===== src/design/bbcw_pkg.sv =====
// Shared constants, types and codes of the box blur block.
`default_nettype none

package bbcw_pkg;

    localparam int MAX_WIDTH_DEF  = 2048;
    localparam int MAX_RADIUS_DEF = 8;
    localparam int PIXEL_BITS_DEF = 8;

    localparam int WIDTH_CFG_W  = 12;
    localparam int HEIGHT_CFG_W = 13;
    localparam int RADIUS_CFG_W = 4;
    localparam int CFG_DATA_W   = 13;
    localparam int CFG_INDEX_W  = 2;

    localparam int WIDTH_RESET  = 640;
    localparam int HEIGHT_RESET = 480;
    localparam int RADIUS_RESET = 8;

    localparam int HEIGHT_LIMIT = 4096;
    localparam int FRAC_BITS    = 8;
    localparam int MEAN_W       = 16;
    localparam int QUEUE_DEPTH  = 4;

    // descriptor field widths, sized for the top of each parameter range
    localparam int PIX_FW  = 16;
    localparam int COL_FW  = 13;
    localparam int ROW_FW  = 13;
    localparam int SLOT_FW = 7;
    localparam int WIN_FW  = 7;

    localparam logic [CFG_INDEX_W-1:0] REG_IMAGE_WIDTH  = 2'd0;
    localparam logic [CFG_INDEX_W-1:0] REG_IMAGE_HEIGHT = 2'd1;
    localparam logic [CFG_INDEX_W-1:0] REG_RADIUS       = 2'd2;

    localparam logic CMD_PIXEL = 1'b0;

    typedef struct packed {
        logic [PIX_FW-1:0]  val;
        logic               wr_en;
        logic [SLOT_FW-1:0] wr_slot;
        logic [COL_FW-1:0]  wr_col;
        logic               has_out;
        logic [SLOT_FW-1:0] rd_slot;
        logic [COL_FW-1:0]  rd_col;
        logic [WIN_FW-1:0]  rows_m1;
        logic [WIN_FW-1:0]  cols_m1;
        logic               last;
    } blur_desc_t;

    typedef enum logic [2:0] {
        BK_IDLE,
        BK_WRITE,
        BK_READ,
        BK_DRAIN,
        BK_PREP,
        BK_DIV,
        BK_DONE
    } back_state_t;

endpackage

`default_nettype wire


===== src/design/bbcw_queue.sv =====
// Short descriptor queue between the front and back parts.
`default_nettype none

module bbcw_queue
    import bbcw_pkg::*;
#(
    parameter int DEPTH = QUEUE_DEPTH
)
(
    input  wire logic       clk,
    input  wire logic       rst_n,
    input  wire logic       push,
    input  blur_desc_t      push_data,
    input  wire logic       pop,
    output blur_desc_t      pop_data,
    output logic            full,
    output logic            empty
);

    localparam int PTR_W = (DEPTH > 1) ? $clog2(DEPTH) : 1;
    localparam int CNT_W = $clog2(DEPTH + 1);

    blur_desc_t         slots_reg [DEPTH];
    logic [PTR_W-1:0]   wr_ptr_reg, wr_ptr_next;
    logic [PTR_W-1:0]   rd_ptr_reg, rd_ptr_next;
    logic [CNT_W-1:0]   count_reg, count_next;
    logic               do_push, do_pop;

    assign full     = (count_reg == CNT_W'(DEPTH));
    assign empty    = (count_reg == '0);
    assign do_push  = push && !full;
    assign do_pop   = pop && !empty;
    assign pop_data = slots_reg[rd_ptr_reg];

    always_comb
    begin
        wr_ptr_next = wr_ptr_reg;
        rd_ptr_next = rd_ptr_reg;
        count_next  = count_reg;
        if (do_push)
        begin
            wr_ptr_next = (wr_ptr_reg == PTR_W'(DEPTH - 1)) ? '0 : wr_ptr_reg + 1'b1;
        end
        if (do_pop)
        begin
            rd_ptr_next = (rd_ptr_reg == PTR_W'(DEPTH - 1)) ? '0 : rd_ptr_reg + 1'b1;
        end
        if (do_push && !do_pop)
        begin
            count_next = count_reg + 1'b1;
        end
        else if (do_pop && !do_push)
        begin
            count_next = count_reg - 1'b1;
        end
    end

    always_ff @(posedge clk or negedge rst_n)
    begin
        if (!rst_n)
        begin
            wr_ptr_reg <= '0;
            rd_ptr_reg <= '0;
            count_reg  <= '0;
        end
        else
        begin
            wr_ptr_reg <= wr_ptr_next;
            rd_ptr_reg <= rd_ptr_next;
            count_reg  <= count_next;
        end
    end

    always_ff @(posedge clk)
    begin
        if (do_push)
        begin
            slots_reg[wr_ptr_reg] <= push_data;
        end
    end

endmodule

`default_nettype wire


===== config.mk =====
export PLATFORM = sky130hd
export DESIGN_NAME = bbcw_queue
export DESIGN_NICKNAME = d
export VERILOG_FILES = /design/src/design/bbcw_pkg.sv /design/src/design/bbcw_queue.sv
export SDC_FILE = /design/constraint.sdc
export NUM_CORES = 1
export LEC_CHECK = 0
export BUFFER_PORTS_ARGS = -buffer_cell sky130_fd_sc_hd__buf_2
export CAP_MARGIN = 20
export CORE_MARGIN = 5
export CORE_UTILIZATION = 35
export CTS_CLUSTER_DIAMETER = 60
export CTS_CLUSTER_SIZE = 20
export DETAILED_ROUTE_END_ITERATION = 12
export GPL_TIMING_DRIVEN = 0
export PLACE_DENSITY_LB_ADDON = 0.08
export SETUP_SLACK_MARGIN = 0.05
export SLEW_MARGIN = 10
export SYNTH_ARGS = -nofsm -noshare
export SYNTH_HDL_FRONTEND = slang
export SYNTH_SLANG_ARGS = --single-unit
export TNS_END_PERCENT = 1

===== constraint.sdc =====
create_clock -name clk -period 3.1 [get_ports clk]
set_clock_uncertainty 0.1 [all_clocks]
set_input_delay 0.31 -clock clk [delete_from_list [all_inputs] [get_ports clk]]
set_output_delay 0.31 -clock clk [all_outputs]
set_load 0.005 [all_outputs]

* Yosys cells after proc, flatten, opt, wreduce, memory -nomap -nowiden *
Memories as Yosys holds them, arrays and structs flattened.
Cells that the tools add are included.

storage, ports and cells
  register bits after elaboration = 7
  bits of input ports = 77
  output and inout port bits = 75
  bits in writable memories = 292
  memories kept = 1

memories
  name       words  width  read ports  clocked after memory_dff  write ports  line              text
  slots_reg  4      73     1           0                         1            bbcw_queue.sv:23  blur_desc_t slots_reg [DEPTH];

operators by class
  add/subtract/negate cells = 4
  reductions and logical operators = 10
  equal/unequal tests = 3
  muxes and demuxes = 6

operators with widths
  kind                                              count
  2-to-1 mux 3 bit                                  2
  adder 2 x 1 -> 2 bit, second input constant       2
  == test 2 bit, second input constant              2
  logical AND 1 bit                                 4
  zero test 1 bit                                   4
  2-to-1 mux 2 bit                                  2
  adder 3 x 1 -> 3 bit, second input constant       1
  == test 3 bit, second input constant              1
  zero test 3 bit                                   1
  subtractor 3 x 1 -> 3 bit, second input constant  1
  2-to-1 mux 1 bit                                  2
  nonzero test 2 bit                                1

* Logic depth before layout (Yosys ltp) *
  word-level depth = 7
  depth in mapped cells = 9
  mapped depth without buffers = 8

* Worst setup path after synthesis *
OpenSTA, ideal clock, no wires.

  kind = flip-flop to flip-flop
  start point = register count_reg[2]
  end point = memory slots_reg[0][0] (netlist name), enable pin
  cell stages (with the launch flop) = 5
  buffers on the path = 1
  setup time = 0.439 ns
  required time = 2.561 ns
  slack = -0.010 ns
  arrival = 2.570 ns
  cell sequence = dfrtp_1 -> nor3b_2 -> nor2b_1 -> buf_2 -> and2_1

on the way
  longest elaborated chain between the ends = 5

RTL lines
  what                                    line              text
  from (decl)                             bbcw_queue.sv:26  logic [CNT_W-1:0] count_reg, count_next;
  from (signal assigned)                  bbcw_queue.sv:70  count_reg <= count_next;
  == test 3 bit                           bbcw_queue.sv:29  assign full = (count_reg == CNT_W'(DEPTH));
  via full                                bbcw_queue.sv:16  output logic full,
  zero test 1 bit                         bbcw_queue.sv:31  assign do_push = push && !full;
  logical AND 1 bit                       bbcw_queue.sv:31
  via do_push                             bbcw_queue.sv:27  logic do_push, do_pop;
  2-to-1 mux 1 bit                        bbcw_queue.sv:76  if (do_push)
  2-to-1 mux 1 bit (implied by the code)  bbcw_queue.sv:78  slots_reg[wr_ptr_reg] <= push_data;
  to (decl)                               bbcw_queue.sv:23

The timed path passes the listed nets, and every way through them passes these cells.

==> out/metrics.yaml <==
power:
  p_per_area_nw_per_um2: 898
  internal_power_mw: 8.93
  seqPwrFrac_pct: 43.9
  p_leak_nw: 4.84
  swShare_pct: 29.1
  power.switching_mw: 3.66
  ir_worst_vdd_mv: 0.452
  p_comb_share_pct: 29.0
  pwr-share-clk_pct: 27.1
drt:
  antenna_left: 0
  wl_met3_um: 1090
  avgViaCountPerCell: 4.72
  met2WireLength_um: 11200
  drc: 0
  dr.pass1.iters: 4
  wire_per_inst_um: 20.2
  drtIter0Drc: 232
  vias: 5153
  wl_met1_um: 9280
  wl_um: 22000
  top_layer: "met4"
global_routing:
  grt_util_all_layers_pct: 12.7
  grt_max_degree: 38
  grt_pass1_wl_um: 34700
  grt_pass1_vias: 5852
  antenna_found_initial: 0
  grt_overflow: 0
sta:
  rsz0062_at_grt: "false"
  slew_headroom_pct: 43.3
  period_minus_slack_ns: 2.55
  hold_slack_ns: 0.0464
  min_period_over_period_pct: 82.1
  setup_violations: 0
  clock.fmax_mhz: 393
  tightest_slew_ns: 0.851
  hold_viol: 0
  drv_slew: 0
  setup_tns_ns: 0
synthesis:
  synthXorXnorAreaFrac_pct: 0.239
  synth_seq_cells: 299
  synth.area.top_cells: "edfxtp_1 80%, mux4_2 15%, dfrtp_1 1.6%"
  synth_top_area_cell: "edfxtp_1"
  ys_seq_area_share_pct: 81.4
  yosysTopAreaCellShare_pct: 79.9
  synth_cell_type_count: 21
  synth-adder-area-share_pct: 0.866
  synth_fp_nets: 502
  synthMuxAreaShare_pct: 15.5
  synth-simple-area-share_pct: 0.558
  yosys_warnings: 0
  syn_area_um2: 11000
  synth-compound-area-share_pct: 0.182
  avgSynthCellArea_um2: 26.3
  synth_top_family_by_area: "multiplexers"
  synth_cells: 418
worst_setup_path:
  startpoint_type: "register"
  critPathArrivalTime_ns: 2.14
  reg2reg_slack_ns: 0.81
  worstReg2RegStart: "count_reg[2]"
  cp-startpoint: "rd_ptr_reg[1]"
  critPathCapture: "pop_data[65]"
  ff2ff_path_depth: 5
  r2r-end: "slots_reg[0][18]"
  critical_path.endpoint_type: "output pin"
  criticalPathCategory: "register to output pin"
  cp.required_ns: 2.69
  worstPathMaxFanout: 10
clock_tree:
  postCtsSetupRepairBufs: 0
  cts_tree: "yes"
  cts_root_buf: "clkbuf_16"
  htreeDepth: 1
  cts_sinks: 299
  ctsLongestPathBuffers: 3
  path_clk_slew_ns: 0.07
  post_cts_resized: 0
  cts-buffers-inserted: 27
  holdBufCountCts: 74
  insertion_delay_ns: 0.53
flow_run:
  maxCapViolCount: 0
floorplan:
  fp-row-count: 64
  initial_utilization_pct: 35.7
  io_pins: 152
  die_h_um: 187
  die_w_um: 187
  core-area_um2: 30700
  die_area_um2: 35000
layout:
  layout_common_cells: "292 x edfxtp_1, 159 x buf_2, 74 x dlygate4sd3_1"
  largest_register_ff_count: 292
  layout_commonest_cell: "edfxtp_1"
  area_growth_pct: 27.7
  drive_above_1_share_pct: 43.5
  n_antenna_cell: 0
  finalNetCount: 760
hold_path:
  hp-class: "input port to async pin"
placed_design:
  gp_congestion: 0.655
  dpl.hpwl_um: 13200
  io_buffers: 151
outcome:
  status: "finished clean"
per-stage QoR:
stage	total power, mW	worst slack (ns)	std cells	utilization [%]	area (um^2)
2_1_floorplan	7.75	-0.00964	418	-	11000
3_3_place_gp	9.28	-1.69	965	39.8	12200
3_5_place_dp	9.36	0.776	969	40.2	12400
4_1_cts	12.9	0.488	1091	45.6	14000
5_1_grt	13.3	0.414	1091	45.6	14000
6_report	12.6	0.555	1091	45.6	14000
synthesized netlist by cell type:
cell / count
edfxtp_1: 292
mux4_2: 73
buf_2: 8
dfrtp_1: 7
buf_6: 6
ha_1: 6
and2_1: 4
inv_1: 3
buf_4: 2
mux2_2: 2
mux2_4: 2
nor2_1: 2
nor3_1: 2
xor2_1: 2
a21o_1: 1
clkbuf_1: 1
fa_1: 1
nor2b_1: 1
nor3b_2: 1
o31ai_2: 1
xnor2_1: 1
how the worst min path moves through the flow:
stage	start	endpoint	slack, ns	cells past startpoint
detailed placement	rst_n	count_reg[1]	0.06	1
CTS	rst_n	count_reg[1]	0.01	2
floorplan	rst_n	count_reg[0]	-0.09	0
finish	rst_n	count_reg[1]	0.05	2
global placement	rst_n	count_reg[1]	0.05	1
global route	rst_n	count_reg[1]	0.05	2
power groups by stage:
stage	combinational, mW	clock, mW	sequential, mW
3_3_place_gp	3.59	0	5.68
5_1_grt	4.03	3.72	5.59
3_5_place_dp	3.73	0	5.63
2_1_floorplan	2.15	0	5.60
4_1_cts	3.82	3.53	5.54
6_report	3.66	3.41	5.52
worst max-delay path, cell delays in order (launching register included):
cell and delay (ns):
dfrtp_1 0.37, clkbuf_1 0.65, mux4_2 0.42, buf_2 0.16
layer usage:
metal | vias to the layer above | GRT usage (%)
met4 | 0 | 2.99
met5 | - | 0
met3 | 28 | 2.56
met2 | 117 | 22.0
met1 | 2689 | 16.6
li1 | 2319 | -
kinds of logic after synthesis:
| family | Yosys count |
|---|---|
| xor+xnor | 3 |
| compound gates | 2 |
| flops | 299 |
| mux | 77 |
| simple gates | 10 |
| buf+inv | 20 |
| fa+ha+maj | 7 |
final cells by class:
| type | instances | area [um^2] |
|---|---|---|
| clock inverter | 21 | 256 |
| sequential | 299 | 8940 |
| fill | 2658 | 16700 |
| clock buffer | 27 | 676 |
| multi-input combinational | 99 | 1910 |
| buffer | 17 | 126 |
| inverter | 3 | 11.3 |
| timing repair buffer | 229 | 1610 |
| tap | 396 | 495 |
Power figures use the tool's default switching activity.
