[src/design/bbcw_pkg.sv]
// Shared constants, types and codes of the box blur block.
`default_nettype none

package bbcw_pkg;

    localparam int MAX_WIDTH_DEF  = 2048;
    localparam int MAX_RADIUS_DEF = 8;
    localparam int PIXEL_BITS_DEF = 8;

    localparam int WIDTH_CFG_W  = 12;
    localparam int HEIGHT_CFG_W = 13;
    localparam int RADIUS_CFG_W = 4;
    localparam int CFG_DATA_W   = 13;
    localparam int CFG_INDEX_W  = 2;

    localparam int WIDTH_RESET  = 640;
    localparam int HEIGHT_RESET = 480;
    localparam int RADIUS_RESET = 8;

    localparam int HEIGHT_LIMIT = 4096;
    localparam int FRAC_BITS    = 8;
    localparam int MEAN_W       = 16;
    localparam int QUEUE_DEPTH  = 4;

    // descriptor field widths, sized for the top of each parameter range
    localparam int PIX_FW  = 16;
    localparam int COL_FW  = 13;
    localparam int ROW_FW  = 13;
    localparam int SLOT_FW = 7;
    localparam int WIN_FW  = 7;

    localparam logic [CFG_INDEX_W-1:0] REG_IMAGE_WIDTH  = 2'd0;
    localparam logic [CFG_INDEX_W-1:0] REG_IMAGE_HEIGHT = 2'd1;
    localparam logic [CFG_INDEX_W-1:0] REG_RADIUS       = 2'd2;

    localparam logic CMD_PIXEL = 1'b0;

    typedef struct packed {
        logic [PIX_FW-1:0]  val;
        logic               wr_en;
        logic [SLOT_FW-1:0] wr_slot;
        logic [COL_FW-1:0]  wr_col;
        logic               has_out;
        logic [SLOT_FW-1:0] rd_slot;
        logic [COL_FW-1:0]  rd_col;
        logic [WIN_FW-1:0]  rows_m1;
        logic [WIN_FW-1:0]  cols_m1;
        logic               last;
    } blur_desc_t;

    typedef enum logic [2:0] {
        BK_IDLE,
        BK_WRITE,
        BK_READ,
        BK_DRAIN,
        BK_PREP,
        BK_DIV,
        BK_DONE
    } back_state_t;

endpackage

`default_nettype wire

[src/design/bbcw_if.sv]
// Valid/ready channel interfaces for pixel items and mean items.
`default_nettype none

interface bbcw_in_if #(
    parameter int PIXEL_BITS = 8
);
    logic                  valid;
    logic                  ready;
    logic                  cmd;
    logic [PIXEL_BITS-1:0] pixel;

    modport source (output valid, output cmd, output pixel, input ready);
    modport sink (input valid, input cmd, input pixel, output ready);
endinterface


`default_nettype wire

[src/design/bbcw_front.sv]
// Front part: configuration, stream position tracking and window classification.
`default_nettype none

module bbcw_front
    import bbcw_pkg::*;
#(
    parameter int MAX_WIDTH  = MAX_WIDTH_DEF,
    parameter int MAX_RADIUS = MAX_RADIUS_DEF,
    parameter int PIXEL_BITS = PIXEL_BITS_DEF
)
(
    input  wire logic                   clk,
    input  wire logic                   rst_n,
    bbcw_in_if.sink                     pix_in,
    input  wire logic                   cfg_we,
    input  wire logic [CFG_INDEX_W-1:0] cfg_index,
    input  wire logic [CFG_DATA_W-1:0]  cfg_data,
    input  wire logic                   q_full,
    output logic                        q_push,
    output blur_desc_t                  q_data
);

    // one row for every row that can lie between the window top and the input row
    localparam int NR        = 3 * MAX_RADIUS + 1;
    localparam int SLOT_BITS = $clog2(NR);
    localparam int CW        = $clog2(MAX_WIDTH + 1);
    localparam int RDW       = $clog2(MAX_RADIUS + 1);
    localparam int CSW       = CW + RDW;
    localparam int RW        = ROW_FW;
    localparam int POS_W     = $clog2(HEIGHT_LIMIT * MAX_WIDTH + MAX_RADIUS * MAX_WIDTH
                                      + MAX_RADIUS + 1);

    logic [WIDTH_CFG_W-1:0]  width_reg;
    logic [HEIGHT_CFG_W-1:0] height_reg;
    logic [RADIUS_CFG_W-1:0] radius_reg;

    logic [RW-1:0]        in_row_reg, in_row_next;
    logic [CW-1:0]        in_col_reg, in_col_next;
    logic [RW-1:0]        out_row_reg, out_row_next;
    logic [CW-1:0]        out_col_reg, out_col_next;
    logic [SLOT_BITS-1:0] in_slot_reg, in_slot_next;
    logic [POS_W-1:0]     pos_reg, pos_next;

    logic [CW-1:0]        wd;
    logic [RW-1:0]        ht;
    logic [RDW-1:0]       rd;
    logic                 accept, is_image, due, last, clear;
    logic [RW-1:0]        r0, r1, rsum, row_dist;
    logic [CW-1:0]        c0, c1;
    logic [CSW-1:0]       csum;
    logic [CSW-1:0]       lag_prod;
    logic [POS_W-1:0]     lag;
    logic [SLOT_BITS-1:0] dslot, rd_slot;
    logic [SLOT_BITS:0]   slot_wrap;

    assign pix_in.ready = !q_full;
    assign accept       = pix_in.valid && !q_full;
    assign q_push       = accept;

    // saturated geometry
    always_comb
    begin
        if (width_reg == '0)
            wd = CW'(1);
        else if (int'(width_reg) > MAX_WIDTH)
            wd = CW'(MAX_WIDTH);
        else
            wd = CW'(width_reg);

        if (height_reg == '0)
            ht = RW'(1);
        else if (int'(height_reg) > HEIGHT_LIMIT)
            ht = RW'(HEIGHT_LIMIT);
        else
            ht = RW'(height_reg);

        if (int'(radius_reg) > MAX_RADIUS)
            rd = RDW'(MAX_RADIUS);
        else
            rd = RDW'(radius_reg);
    end

    // output starts once the input is radius rows plus radius items ahead
    assign lag_prod = CSW'(wd) * CSW'(rd);
    assign lag      = POS_W'(lag_prod) + POS_W'(rd);
    assign is_image = in_row_reg < ht;
    assign due      = pos_reg >= lag;
    assign last     = due && (out_row_reg == ht - 1'b1) && (out_col_reg == wd - 1'b1);

    // clipped window bounds
    always_comb
    begin
        r0   = (out_row_reg > rd) ? out_row_reg - RW'(rd) : '0;
        rsum = out_row_reg + RW'(rd);
        r1   = (rsum < ht) ? rsum : ht - 1'b1;
        c0   = (out_col_reg > rd) ? out_col_reg - CW'(rd) : '0;
        csum = CSW'(out_col_reg) + CSW'(rd);
        c1   = (csum < CSW'(wd)) ? CW'(csum) : wd - 1'b1;
    end

    // ring slot of the top window row; the distance is below NR while output is due
    always_comb
    begin
        row_dist  = in_row_reg - r0;
        dslot     = SLOT_BITS'(row_dist);
        slot_wrap = (SLOT_BITS + 1)'(in_slot_reg) + (SLOT_BITS + 1)'(NR)
                    - (SLOT_BITS + 1)'(dslot);
        rd_slot   = (in_slot_reg >= dslot) ? in_slot_reg - dslot : SLOT_BITS'(slot_wrap);
    end

    always_comb
    begin
        q_data.val     = (is_image && (pix_in.cmd == CMD_PIXEL)) ? PIX_FW'(pix_in.pixel) : '0;
        q_data.wr_en   = is_image;
        q_data.wr_slot = SLOT_FW'(in_slot_reg);
        q_data.wr_col  = COL_FW'(in_col_reg);
        q_data.has_out = due;
        q_data.rd_slot = SLOT_FW'(rd_slot);
        q_data.rd_col  = COL_FW'(c0);
        q_data.rows_m1 = WIN_FW'(r1 - r0);
        q_data.cols_m1 = WIN_FW'(c1 - c0);
        q_data.last    = last;
    end

    always_comb
    begin
        clear = 1'b0;
        if (cfg_we)
        begin
            case (cfg_index)
                REG_IMAGE_WIDTH, REG_IMAGE_HEIGHT, REG_RADIUS: clear = 1'b1;
                default:                                       clear = 1'b0;
            endcase
        end
    end

    always_comb
    begin
        in_row_next  = in_row_reg;
        in_col_next  = in_col_reg;
        out_row_next = out_row_reg;
        out_col_next = out_col_reg;
        in_slot_next = in_slot_reg;
        pos_next     = pos_reg;
        if (clear || (accept && last))
        begin
            in_row_next  = '0;
            in_col_next  = '0;
            out_row_next = '0;
            out_col_next = '0;
            in_slot_next = '0;
            pos_next     = '0;
        end
        else if (accept)
        begin
            pos_next = pos_reg + 1'b1;
            if (in_col_reg == wd - 1'b1)
            begin
                in_col_next  = '0;
                in_row_next  = in_row_reg + 1'b1;
                in_slot_next = (in_slot_reg == SLOT_BITS'(NR - 1)) ? '0 : in_slot_reg + 1'b1;
            end
            else
            begin
                in_col_next = in_col_reg + 1'b1;
            end
            if (due)
            begin
                if (out_col_reg == wd - 1'b1)
                begin
                    out_col_next = '0;
                    out_row_next = out_row_reg + 1'b1;
                end
                else
                begin
                    out_col_next = out_col_reg + 1'b1;
                end
            end
        end
    end

    always_ff @(posedge clk or negedge rst_n)
    begin
        if (!rst_n)
        begin
            width_reg   <= WIDTH_CFG_W'(WIDTH_RESET);
            height_reg  <= HEIGHT_CFG_W'(HEIGHT_RESET);
            radius_reg  <= RADIUS_CFG_W'(RADIUS_RESET);
            in_row_reg  <= '0;
            in_col_reg  <= '0;
            out_row_reg <= '0;
            out_col_reg <= '0;
            in_slot_reg <= '0;
            pos_reg     <= '0;
        end
        else
        begin
            if (cfg_we)
            begin
                case (cfg_index)
                    REG_IMAGE_WIDTH:  width_reg  <= cfg_data[WIDTH_CFG_W-1:0];
                    REG_IMAGE_HEIGHT: height_reg <= cfg_data[HEIGHT_CFG_W-1:0];
                    REG_RADIUS:       radius_reg <= cfg_data[RADIUS_CFG_W-1:0];
                    default:          ;
                endcase
            end
            in_row_reg  <= in_row_next;
            in_col_reg  <= in_col_next;
            out_row_reg <= out_row_next;
            out_col_reg <= out_col_next;
            in_slot_reg <= in_slot_next;
            pos_reg     <= pos_next;
        end
    end

endmodule

`default_nettype wire

[src/flat_wrapper.sv]
// flat-port wrapper written by rule: the top's interface ports become plain ports
module bbcw_front_flat import bbcw_pkg::*;
#(
    parameter int MAX_WIDTH  = MAX_WIDTH_DEF,
    parameter int MAX_RADIUS = MAX_RADIUS_DEF,
    parameter int PIXEL_BITS = PIXEL_BITS_DEF
)
  (clk, rst_n, cfg_we, cfg_index, cfg_data, q_full, q_push, q_data, pix_in_valid, pix_in_cmd, pix_in_pixel, pix_in_ready);
  bbcw_in_if #(.PIXEL_BITS(PIXEL_BITS)) pix_in_i ();
  input  wire logic clk;
  input  wire logic rst_n;
  input  wire logic cfg_we;
  input  wire logic [CFG_INDEX_W-1:0] cfg_index;
  input  wire logic [CFG_DATA_W-1:0] cfg_data;
  input  wire logic q_full;
  output logic q_push;
  output blur_desc_t q_data;
  input wire logic [$bits(pix_in_i.valid)-1:0] pix_in_valid;
  input wire logic [$bits(pix_in_i.cmd)-1:0] pix_in_cmd;
  input wire logic [$bits(pix_in_i.pixel)-1:0] pix_in_pixel;
  output wire logic [$bits(pix_in_i.ready)-1:0] pix_in_ready;
  assign pix_in_i.valid = pix_in_valid;
  assign pix_in_i.cmd = pix_in_cmd;
  assign pix_in_i.pixel = pix_in_pixel;
  assign pix_in_ready = pix_in_i.ready;
  bbcw_front #(.MAX_WIDTH(MAX_WIDTH), .MAX_RADIUS(MAX_RADIUS), .PIXEL_BITS(PIXEL_BITS)) u_core (.clk(clk), .rst_n(rst_n), .pix_in(pix_in_i), .cfg_we(cfg_we), .cfg_index(cfg_index), .cfg_data(cfg_data), .q_full(q_full), .q_push(q_push), .q_data(q_data));
endmodule
[config.mk]
export PLATFORM = sky130hd
export DESIGN_NAME = bbcw_front_flat
export DESIGN_NICKNAME = d
export VERILOG_FILES = /design/src/design/bbcw_pkg.sv /design/src/design/bbcw_if.sv /design/src/design/bbcw_front.sv /design/src/flat_wrapper.sv
export SDC_FILE = /design/constraint.sdc
export NUM_CORES = 1
export LEC_CHECK = 0
export BUFFER_PORTS_ARGS = -buffer_cell sky130_fd_sc_hd__buf_2
export CAP_MARGIN = 10
export CORE_UTILIZATION = 50
export CTS_CLUSTER_SIZE = 25
export DETAILED_ROUTE_END_ITERATION = 8
export HOLD_SLACK_MARGIN = 0.02
export MAX_ROUTING_LAYER = met4
export PLACE_DENSITY_LB_ADDON = 0.3
export SYNTH_ARGS = -nofsm -noshare
export SYNTH_HDL_FRONTEND = slang
export SYNTH_SLANG_ARGS = --single-unit
[constraint.sdc]
create_clock -name clk -period 21.1 [get_ports clk]
set_input_delay 4.22 -clock clk [delete_from_list [all_inputs] [get_ports clk]]
set_output_delay 4.22 -clock clk [all_outputs]
set_load 0.02 [all_outputs]
# After elaboration in Yosys (flattened, before gate mapping)
# Index checks and enable logic that the tools add are counted.
# Widths: inputs -> output; s select.
# op_classes
add_sub_neg,19
mul,1
n_lt_le_gt_ge,10
n_eq_ne,6
muxes,33
bitwise_logic,1
reduce_logical,21
# ops
op,count
$mux 12,10
$mux 13,9
$mux 24,2
$add 13x1->13 const B,2
$lt 13x13->1,2
$mux 5,5
$add 12x1->12 const B,2
$add 24x1->24 const B,1
$eq 12x12->1,2
$ge 24x24->1,1
$mux 7,3
$add 16x4->17,1
$mul 12x4->16,1
$sub 5x5->5,3
$sub 7x7->7,2
$add 12x4->13,1
$add 13x4->13,1
$eq 13x13->1,1
$gt 13x13->1 const B,1
$gt 13x4->1,1
$logic_not 13->1,1
$lt 13x12->1,1
$sub 13x1->13 const B,1
$gt 12x12->1 const B,1
other kinds (24),36
# word_totals
register_bits,108
output_inout_bits,75

# Longest topological paths before layout
# Gate-level depths: netlist (run 1).
# logic_depth
ltp_word,12
depth_mapped,31

# Worst setup path after synthesis (run 1)
# No wires, ideal clock.
# synth_timing
kind,reg2out
start,register u_core.width_reg[7]
end,output port q_data[0] in the netlist's numbering
t_arrival_ps,6107
required_time_ps,16880
path_slack_ps,10773
stages_incl_launch_ff,26
n_path_buf,2
path_cell_list,dfstp_2 -> buf_2 -> nor2_1 -> a41oi_2 -> or2_2 -> fa_1 -> fa_1 -> fa_1 -> inv_1 -> ha_1 -> a21o_1 -> a21oi_1 -> o21bai_1 -> a211o_1 -> nand3_1 -> a31oi_1 -> a21o_1 -> a21oi_1 -> xor2_1 -> ha_1 -> nand2_1 -> nor2_1 -> o2111ai_1 -> o31ai_1 -> and2_1 -> buf_4
# synth_via
elab_chain_cells,8
elab_cells_between_ends,11
# synth_rtl
element,line_no,text
"start, declared",bbcw_front.sv:33,logic [WIDTH_CFG_W-1:0] width_reg;
"start signal, assigned",bbcw_front.sv:186,width_reg <= WIDTH_CFG_W'(WIDTH_RESET);
"start signal, assigned",bbcw_front.sv:201,REG_IMAGE_WIDTH: width_reg <= cfg_data[WIDTH_CFG_W-1:0];
$gt 12x12->1,bbcw_front.sv:65,else if (int'(width_reg) > MAX_WIDTH)
$mux 12,bbcw_front.sv:65,
$mux 12 (*),bbcw_front.sv:63,if (width_reg == '0)
$mul 12x4->16 (*),bbcw_front.sv:84,assign lag_prod = CSW'(wd) * CSW'(rd);
$add 16x4->17 (*),bbcw_front.sv:85,assign lag = POS_W'(lag_prod) + POS_W'(rd);
$ge 24x24->1 (*),bbcw_front.sv:87,assign due = pos_reg >= lag;
via u_core.due,bbcw_front.sv:47,"logic accept, is_image, due, last, clear;"
$logic_and 1x1->1 (*) (2 in a row),bbcw_front.sv:88,assign last = due && (out_row_reg == ht - 1'b1) && (out_col_reg == wd - 1'b1);
"end, declared",flat_wrapper.sv:17,output blur_desc_t q_data;
# Mark *: on every way through the listed nets, which the timed path passes. The rest lies on a longest branch.

==> results.py, run 1 <==
metrics = {
    "synthesis": {
        "synth_seq_cells": 108,
        "synth_edf_count": 0,
        "async_flop_share": 1.000,
        "synth_top_area_frac": 0.2064,
        "synth_warnings": 0,
        "synth_top_area_cell": "dfrtp_1",
        "synthCells": 1455,
        "synthesis.area_um2": 12250,
        "ys_types": 83,
        "avgSynthCellArea_um2": 8.417,
        "synthFlopType": "dfrtp_1",
        "ys_top_cells_by_area": "dfrtp_1 21%, ha_1 14%, xnor2_1 5.6%, fa_1 5.4%, nor2_1 5.1%",
        "ys_seq_area_frac": 0.2214,
    },
    "hold_path": {
        "worst_hold_path_type": "register to register",
    },
    "placement": {
        "dp.cells": 1798,
        "io_buffers": 89,
        "pre_cts_slack_ns": 9.798,
        "gp_congestion": 0.9506,
        "dpl.hpwl_um": 25950,
        "placed_area_um2": 12780,
    },
    "final_layout": {
        "layout.cells.non_filler": 1815,
        "nets": 1690,
        "largest_reg_flops": 24,
        "design_area_um2": 13110,
        "syn2layout_area_growth_pct": 7.080,
        "mostFrequentLayoutCells": "166 x nor2_1, 138 x ha_1, 106 x nand2_1",
        "drive_gt1_frac": 0.1264,
        "final_common_cell": "nor2_1",
    },
    "worst_setup_path": {
        "path_max_fanout": 11,
        "arrival_ns": 7.52,
        "crit_type": "register to output pin",
        "endpoint_kind": "output pin",
        "cp.required_ns": 16.88,
        "cp-start-kind": "register",
    },
    "clock_tree": {
        "clk_pin_slew_worst_paths_ns": 0.08,
        "clkLatencyLatePin_ns": 0.37,
        "clock-sinks": 108,
        "cts_inserted_buffers": 9,
        "cts_tree": "built",
        "cts_resized": 0,
        "ctsHtreeMaxLevel": 3,
        "root_buffer": "clkbuf_16",
        "hold_buffers": 0,
        "post-cts-setup-buffers": 0,
        "clk_path_buf_depth": 2,
    },
    "die": {
        "coreArea_um2": 23750,
        "initial_utilization": 0.5156,
        "dieArea_um2": 25120,
        "rows": 56,
        "ios": 104,
        "die_w_um": 158.5,
        "fp.dieH_um": 158.5,
    },
    "sta": {
        "tns_ns": 0,
        "timing.slew.headroom": 0.2600,
        "hold_viol": 0,
        "fin_ws_ns": 9.359,
        "final-max-slew-violation-count": 0,
        "worst_pin_slew_ns": 1.105,
        "min_period_over_period": 0.5564,
        "rsz0062_at_grt": "false",
        "finalSetupViolations": 0,
        "layout_min_cycle_time_ns": 11.74,
        "fmax_mhz": 85.17,
        "fin_worst_skew_ns": 0.01421,
        "whs_ns": 0.5190,
    },
    "global_routing": {
        "grt_max_degree": 70,
        "grt_first_pass_wirelength_um": 53360,
        "antenna_found_initial": 0,
        "grt_pass1_vias": 10190,
        "gr-usage-all-layers": 0.2807,
        "overflow": 0,
    },
    "detailed_routing": {
        "vias": 10830,
        "drc": 0,
        "vias_per_cell": 5.969,
        "totalWireLength_um": 33370,
        "wl_per_cell_um": 18.39,
        "first_pass_iters": 5,
        "postRouteAntennaNets": 0,
        "drt_iter0_drc": 814,
    },
    "pwr": {
        "power_leakage_nw": 6.202,
        "peakVddDrop_mv": 0.09354,
        "power-per-cell-area_nw_per_um2": 89.49,
    },
    "outcome": {
        "status": "finished, final reports clean",
    },
    "run": {
        "maxCapViolations": 0,
    },
}
## per-layer routing
metal / track usage / up-vias / wire [um]
li1: - / 5185 / -
met1: 0.3667 / 5243 / 15050
met2: 0.4593 / 358 / 15820
met3: 0.02776 / 48 / 1727
met4: 0.08516 / 0 / 768
met5: - / - / 0
## worst max-delay path, stage by stage (launching register included)
cell	delay [ns]
dfrtp_1	0.51
nor4_4	0.70
a41oi_2	0.47
or2_2	0.43
fa_1	0.51
fa_1	0.52
fa_1	0.54
inv_1	0.04
ha_1	0.32
a21o_1	0.16
a21oi_1	0.21
o21bai_1	0.11
a211o_1	0.31
nand3_1	0.10
a31oi_1	0.13
a21o_1	0.21
a21oi_1	0.18
xor2_1	0.18
ha_1	0.28
a21oi_1	0.17
o21ai_0	0.11
a221oi_1	0.27
o31ai_1	0.14
buf_4	0.18
and2_1	0.17
buf_2	0.17
## cells in the mapped netlist, types with 5 or more instances
| cell | instances |
|---|---|
| o211ai_1 | 7 |
| a211oi_1 | 5 |
| dfstp_2 | 7 |
| a21o_1 | 45 |
| nand2b_1 | 22 |
| buf_4 | 18 |
| nand4_1 | 32 |
| o21bai_1 | 9 |
| dfrtp_1 | 101 |
| nand3b_1 | 5 |
| inv_1 | 75 |
| mux2i_1 | 10 |
| mux2_2 | 37 |
| or4_1 | 11 |
| ha_1 | 138 |
| clkbuf_1 | 41 |
| buf_2 | 14 |
| o31ai_1 | 6 |
| nor3_1 | 29 |
| nor2b_1 | 18 |
| a21oi_1 | 80 |
| o21a_1 | 8 |
| a31oi_1 | 9 |
| nor3b_1 | 15 |
| nand3_1 | 47 |
| nand2_1 | 106 |
| fa_1 | 33 |
| xor2_1 | 61 |
| or2_2 | 11 |
| and3_1 | 20 |
| and2_1 | 11 |
| nor2_1 | 166 |
| nor4_1 | 16 |
| o21ai_0 | 40 |
| or3_1 | 24 |
| xnor2_1 | 79 |
| and4_1 | 7 |
| buf_1 | 9 |
## per-stage QoR
step | total power (W) | util
3_3_place_gp | 0.0009687 | 0.5381
4_1_cts | 0.001176 | 0.5520
6_report | 0.001174 | 0.5521
5_1_grt | 0.001263 | 0.5520
3_5_place_dp | 0.0009753 | 0.5381
2_1_floorplan | 0.0007943 | -
## power breakdown
part / internal (W) / switching (W) / total [W]
Clock: 0.0000969 / 0.0000974 / 0.000194
Sequential: 0.000222 / 0.0000320 / 0.000254
Combinational: 0.000288 / 0.000437 / 0.000725
## path summary, 6_finish.rpt
kind | from | end | slack (ns) | cells after the start
setup reg to reg | u_core.width_reg[3]$_DFFE_PN0P_ | u_core.in_slot_reg[1]$_DFFE_PN0P_ | 12.30 | 29
hold / removal | u_core.radius_reg[2]$_DFFE_PN0P_ | u_core.radius_reg[2]$_DFFE_PN0P_ | 0.52 | 1
hold reg to reg | u_core.radius_reg[2]$_DFFE_PN0P_ | u_core.radius_reg[2]$_DFFE_PN0P_ | 0.52 | 1
setup / recovery | u_core.width_reg[3]$_DFFE_PN0P_ | q_data[0] | 9.36 | 25
min in group asynchronous | rst_n | u_core.in_row_reg[11]$_DFFE_PN0P_ | 3.82 | 1
max in group asynchronous | rst_n | u_core.in_col_reg[8]$_DFFE_PN0P_ | 15.93 | 2
## area by class of cell
cell class / count / area, um^2
fill: 2229 / 10640
multi-input combinational: 1199 / 8892
sequential: 108 / 2711
timing repair buffer: 94 / 485.5
tap: 319 / 399.1
inverter: 78 / 292.8
clock buffer: 9 / 225.2
clock inverter: 7 / 105.1
antenna: 1 / 2.502
## logic make-up after synthesis
group,share of synthesized area
xor gates and xnor gates,0.1020
DFF,0.2214
other,0.0003062
and+or+nand+nor,0.2373
muxes,0.04219
buffers and inverters,0.05691
adders and majority gates,0.1949
AOI/OAI and AO/OA,0.1450
Power figures use the tool's default switching activity.
==> inputs of run 2 (changes only) <==
==> constraint.sdc (replaced) <==
create_clock -name clk -period 11.85 [get_ports clk]
set_input_delay 2.37 -clock clk [delete_from_list [all_inputs] [get_ports clk]]
set_output_delay 2.37 -clock clk [all_outputs]
set_load 0.02 [all_outputs]
==> run 2 against run 1 <==
Net effect:
- hold slack better by 0.011 ns
- final area is 0.11% lower
- cell count is 0.11% higher
- die area stayed put
- via count is 0.54% lower
- sequential power is 76% higher
- count of clock-buffer cells in the layout is 1 higher
- global-route usage hardly changed
- first-iteration DRC count is 8.4% lower
- critical endpoint unchanged
==> results.py, run 2 (same netlist as run 1, synthesis figures left out) <==
metrics = {
    "detailed_routing": {
        "drc": 0,
        "postRouteAntennaNets": 0,
        "first_pass_iters": 5,
        "drt_iter0_drc": 746,
        "vias_per_cell": 5.930,
        "totalWireLength_um": 33610,
        "vias": 10780,
        "wl_per_cell_um": 18.50,
    },
    "pwr": {
        "power_leakage_nw": 6.199,
        "power-per-cell-area_nw_per_um2": 157.9,
        "peakVddDrop_mv": 0.1888,
    },
    "sta": {
        "final-max-slew-violation-count": 0,
        "rsz0062_at_grt": "false",
        "fin_worst_skew_ns": 0.01060,
        "fin_ws_ns": 1.909,
        "finalSetupViolations": 0,
        "fmax_mhz": 100.6,
        "worst_pin_slew_ns": 1.061,
        "min_period_over_period": 0.8389,
        "hold_viol": 0,
        "whs_ns": 0.5297,
        "layout_min_cycle_time_ns": 9.941,
        "timing.slew.headroom": 0.2897,
        "tns_ns": 0,
    },
    "final_layout": {
        "mostFrequentLayoutCells": "166 x nor2_1, 138 x ha_1, 106 x nand2_1",
        "nFillCells": 2187,
        "final_common_cell": "nor2_1",
        "nets": 1692,
        "regArea_um2": 2711,
        "drive_gt1_frac": 0.1276,
        "syn2layout_area_growth_pct": 6.957,
        "multi_input_area_um2": 8892,
        "design_area_um2": 13100,
        "largest_reg_flops": 24,
    },
    "die": {
        "rows": 56,
        "die_w_um": 158.5,
        "fp.dieH_um": 158.5,
        "coreArea_um2": 23750,
        "ios": 104,
        "initial_utilization": 0.5156,
        "dieArea_um2": 25120,
    },
    "hold_path": {
        "worst_hold_path_type": "register to register",
    },
    "placement": {
        "gp_congestion": 0.9787,
        "dpl.hpwl_um": 26120,
        "pre_cts_slack_ns": 2.342,
        "placed_area_um2": 12800,
        "io_buffers": 89,
    },
    "clock_tree": {
        "clock-sinks": 108,
        "post-cts-setup-buffers": 0,
        "clkLatencyLatePin_ns": 0.37,
        "cts_resized": 0,
        "clk_path_buf_depth": 2,
        "hold_buffers": 0,
        "ctsHtreeMaxLevel": 3,
        "clk_pin_slew_worst_paths_ns": 0.08,
        "root_buffer": "clkbuf_16",
        "cts_inserted_buffers": 9,
        "cts_tree": "built",
    },
    "global_routing": {
        "grt_first_pass_wirelength_um": 52820,
        "grt_max_degree": 70,
        "grt_pass1_vias": 10060,
        "overflow": 0,
        "gr-usage-all-layers": 0.2810,
        "antenna_found_initial": 0,
    },
    "worst_setup_path": {
        "endpoint_kind": "output pin",
        "path_max_fanout": 11,
        "crit_slowest_cell": "nor4_4",
        "crit_path_max_incr_delay_ns": 0.66,
        "crit_type": "register to output pin",
        "cp.required_ns": 9.48,
        "arrival_ns": 7.57,
        "cp-start-kind": "register",
    },
    "outcome": {
        "status": "finished, final reports clean",
    },
    "run": {
        "maxCapViolations": 0,
    },
}
[run 2: cell types whose count changed in the layout (fill, tap and decap cells not counted), sizes merged]
cell      previous run  this run
inv                 79        80
buf                 94        96
bufinv               1         0
clkinv               5         3
clkbuf               9        10
clkinvlp             0         1
[run 2: report_power, final]
group          internal (W)  leakage, nW  switching, W
sequential         0.000395         1.43     0.0000522
combinational      0.000515         4.62      0.000782
clock              0.000155        0.147      0.000168
[run 2: cell type report]
| type | count | share of cell area |
|---|---|---|
| antenna | 1 | 0.0001910 |
| clock buffer | 10 | 0.01824 |
| clock inverter | 6 | 0.004680 |
| inverter | 78 | 0.02235 |
| multi-input combinational | 1199 | 0.6789 |
| sequential | 108 | 0.2070 |
| tap | 319 | 0.03047 |
| timing repair buffer | 96 | 0.03821 |
[run 2: final timing paths]
path	from	endpoint	slack [ns]	depth (start not counted)
worst max-delay path	u_core.width_reg[3]$_DFFE_PN0P_	q_data[0]	1.91	25
worst min-delay path	u_core.radius_reg[2]$_DFFE_PN0P_	u_core.radius_reg[2]$_DFFE_PN0P_	0.53	1
worst min register to register	u_core.radius_reg[2]$_DFFE_PN0P_	u_core.radius_reg[2]$_DFFE_PN0P_	0.53	1
worst max register to register	u_core.width_reg[3]$_DFFE_PN0P_	u_core.out_row_reg[9]$_DFFE_PN0P_	3.21	28
min in group asynchronous	rst_n	u_core.in_row_reg[3]$_DFFE_PN0P_	1.96	1
max in group asynchronous	rst_n	u_core.out_col_reg[2]$_DFFE_PN0P_	8.53	2
[run 2: through the flow]
step	power, W	utilization	std cells
floorplan	0.001414	-	1468
global placement	0.001726	0.5387	1800
detailed placement	0.001740	0.5387	1800
CTS	0.002076	0.5514	1816
global route	0.002226	0.5514	1816
finish	0.002068	0.5515	1817
[run 2: per-layer routing]
| metal | wire, um | vias up | part of all wire | GRT usage |
|---|---|---|---|---|
| met5 | 0 | - | 0 | - |
| met4 | 788 | 0 | 0.023 | 0.09020 |
| met3 | 1691 | 56 | 0.050 | 0.03185 |
| met2 | 16160 | 318 | 0.48 | 0.4666 |
| met1 | 14970 | 5215 | 0.45 | 0.3572 |
| li1 | - | 5186 | - | - |
[run 2: critical path: cells and delay by family (launching register included)]
kind	cells	cell delay [ns]
AOI/OAI and AO/OA	12	2.48
adders and majority gates	5	2.19
and+or+nand+nor	4	1.37
DFF	1	0.51
buffers and inverters	3	0.39
xor gates and xnor gates	1	0.22
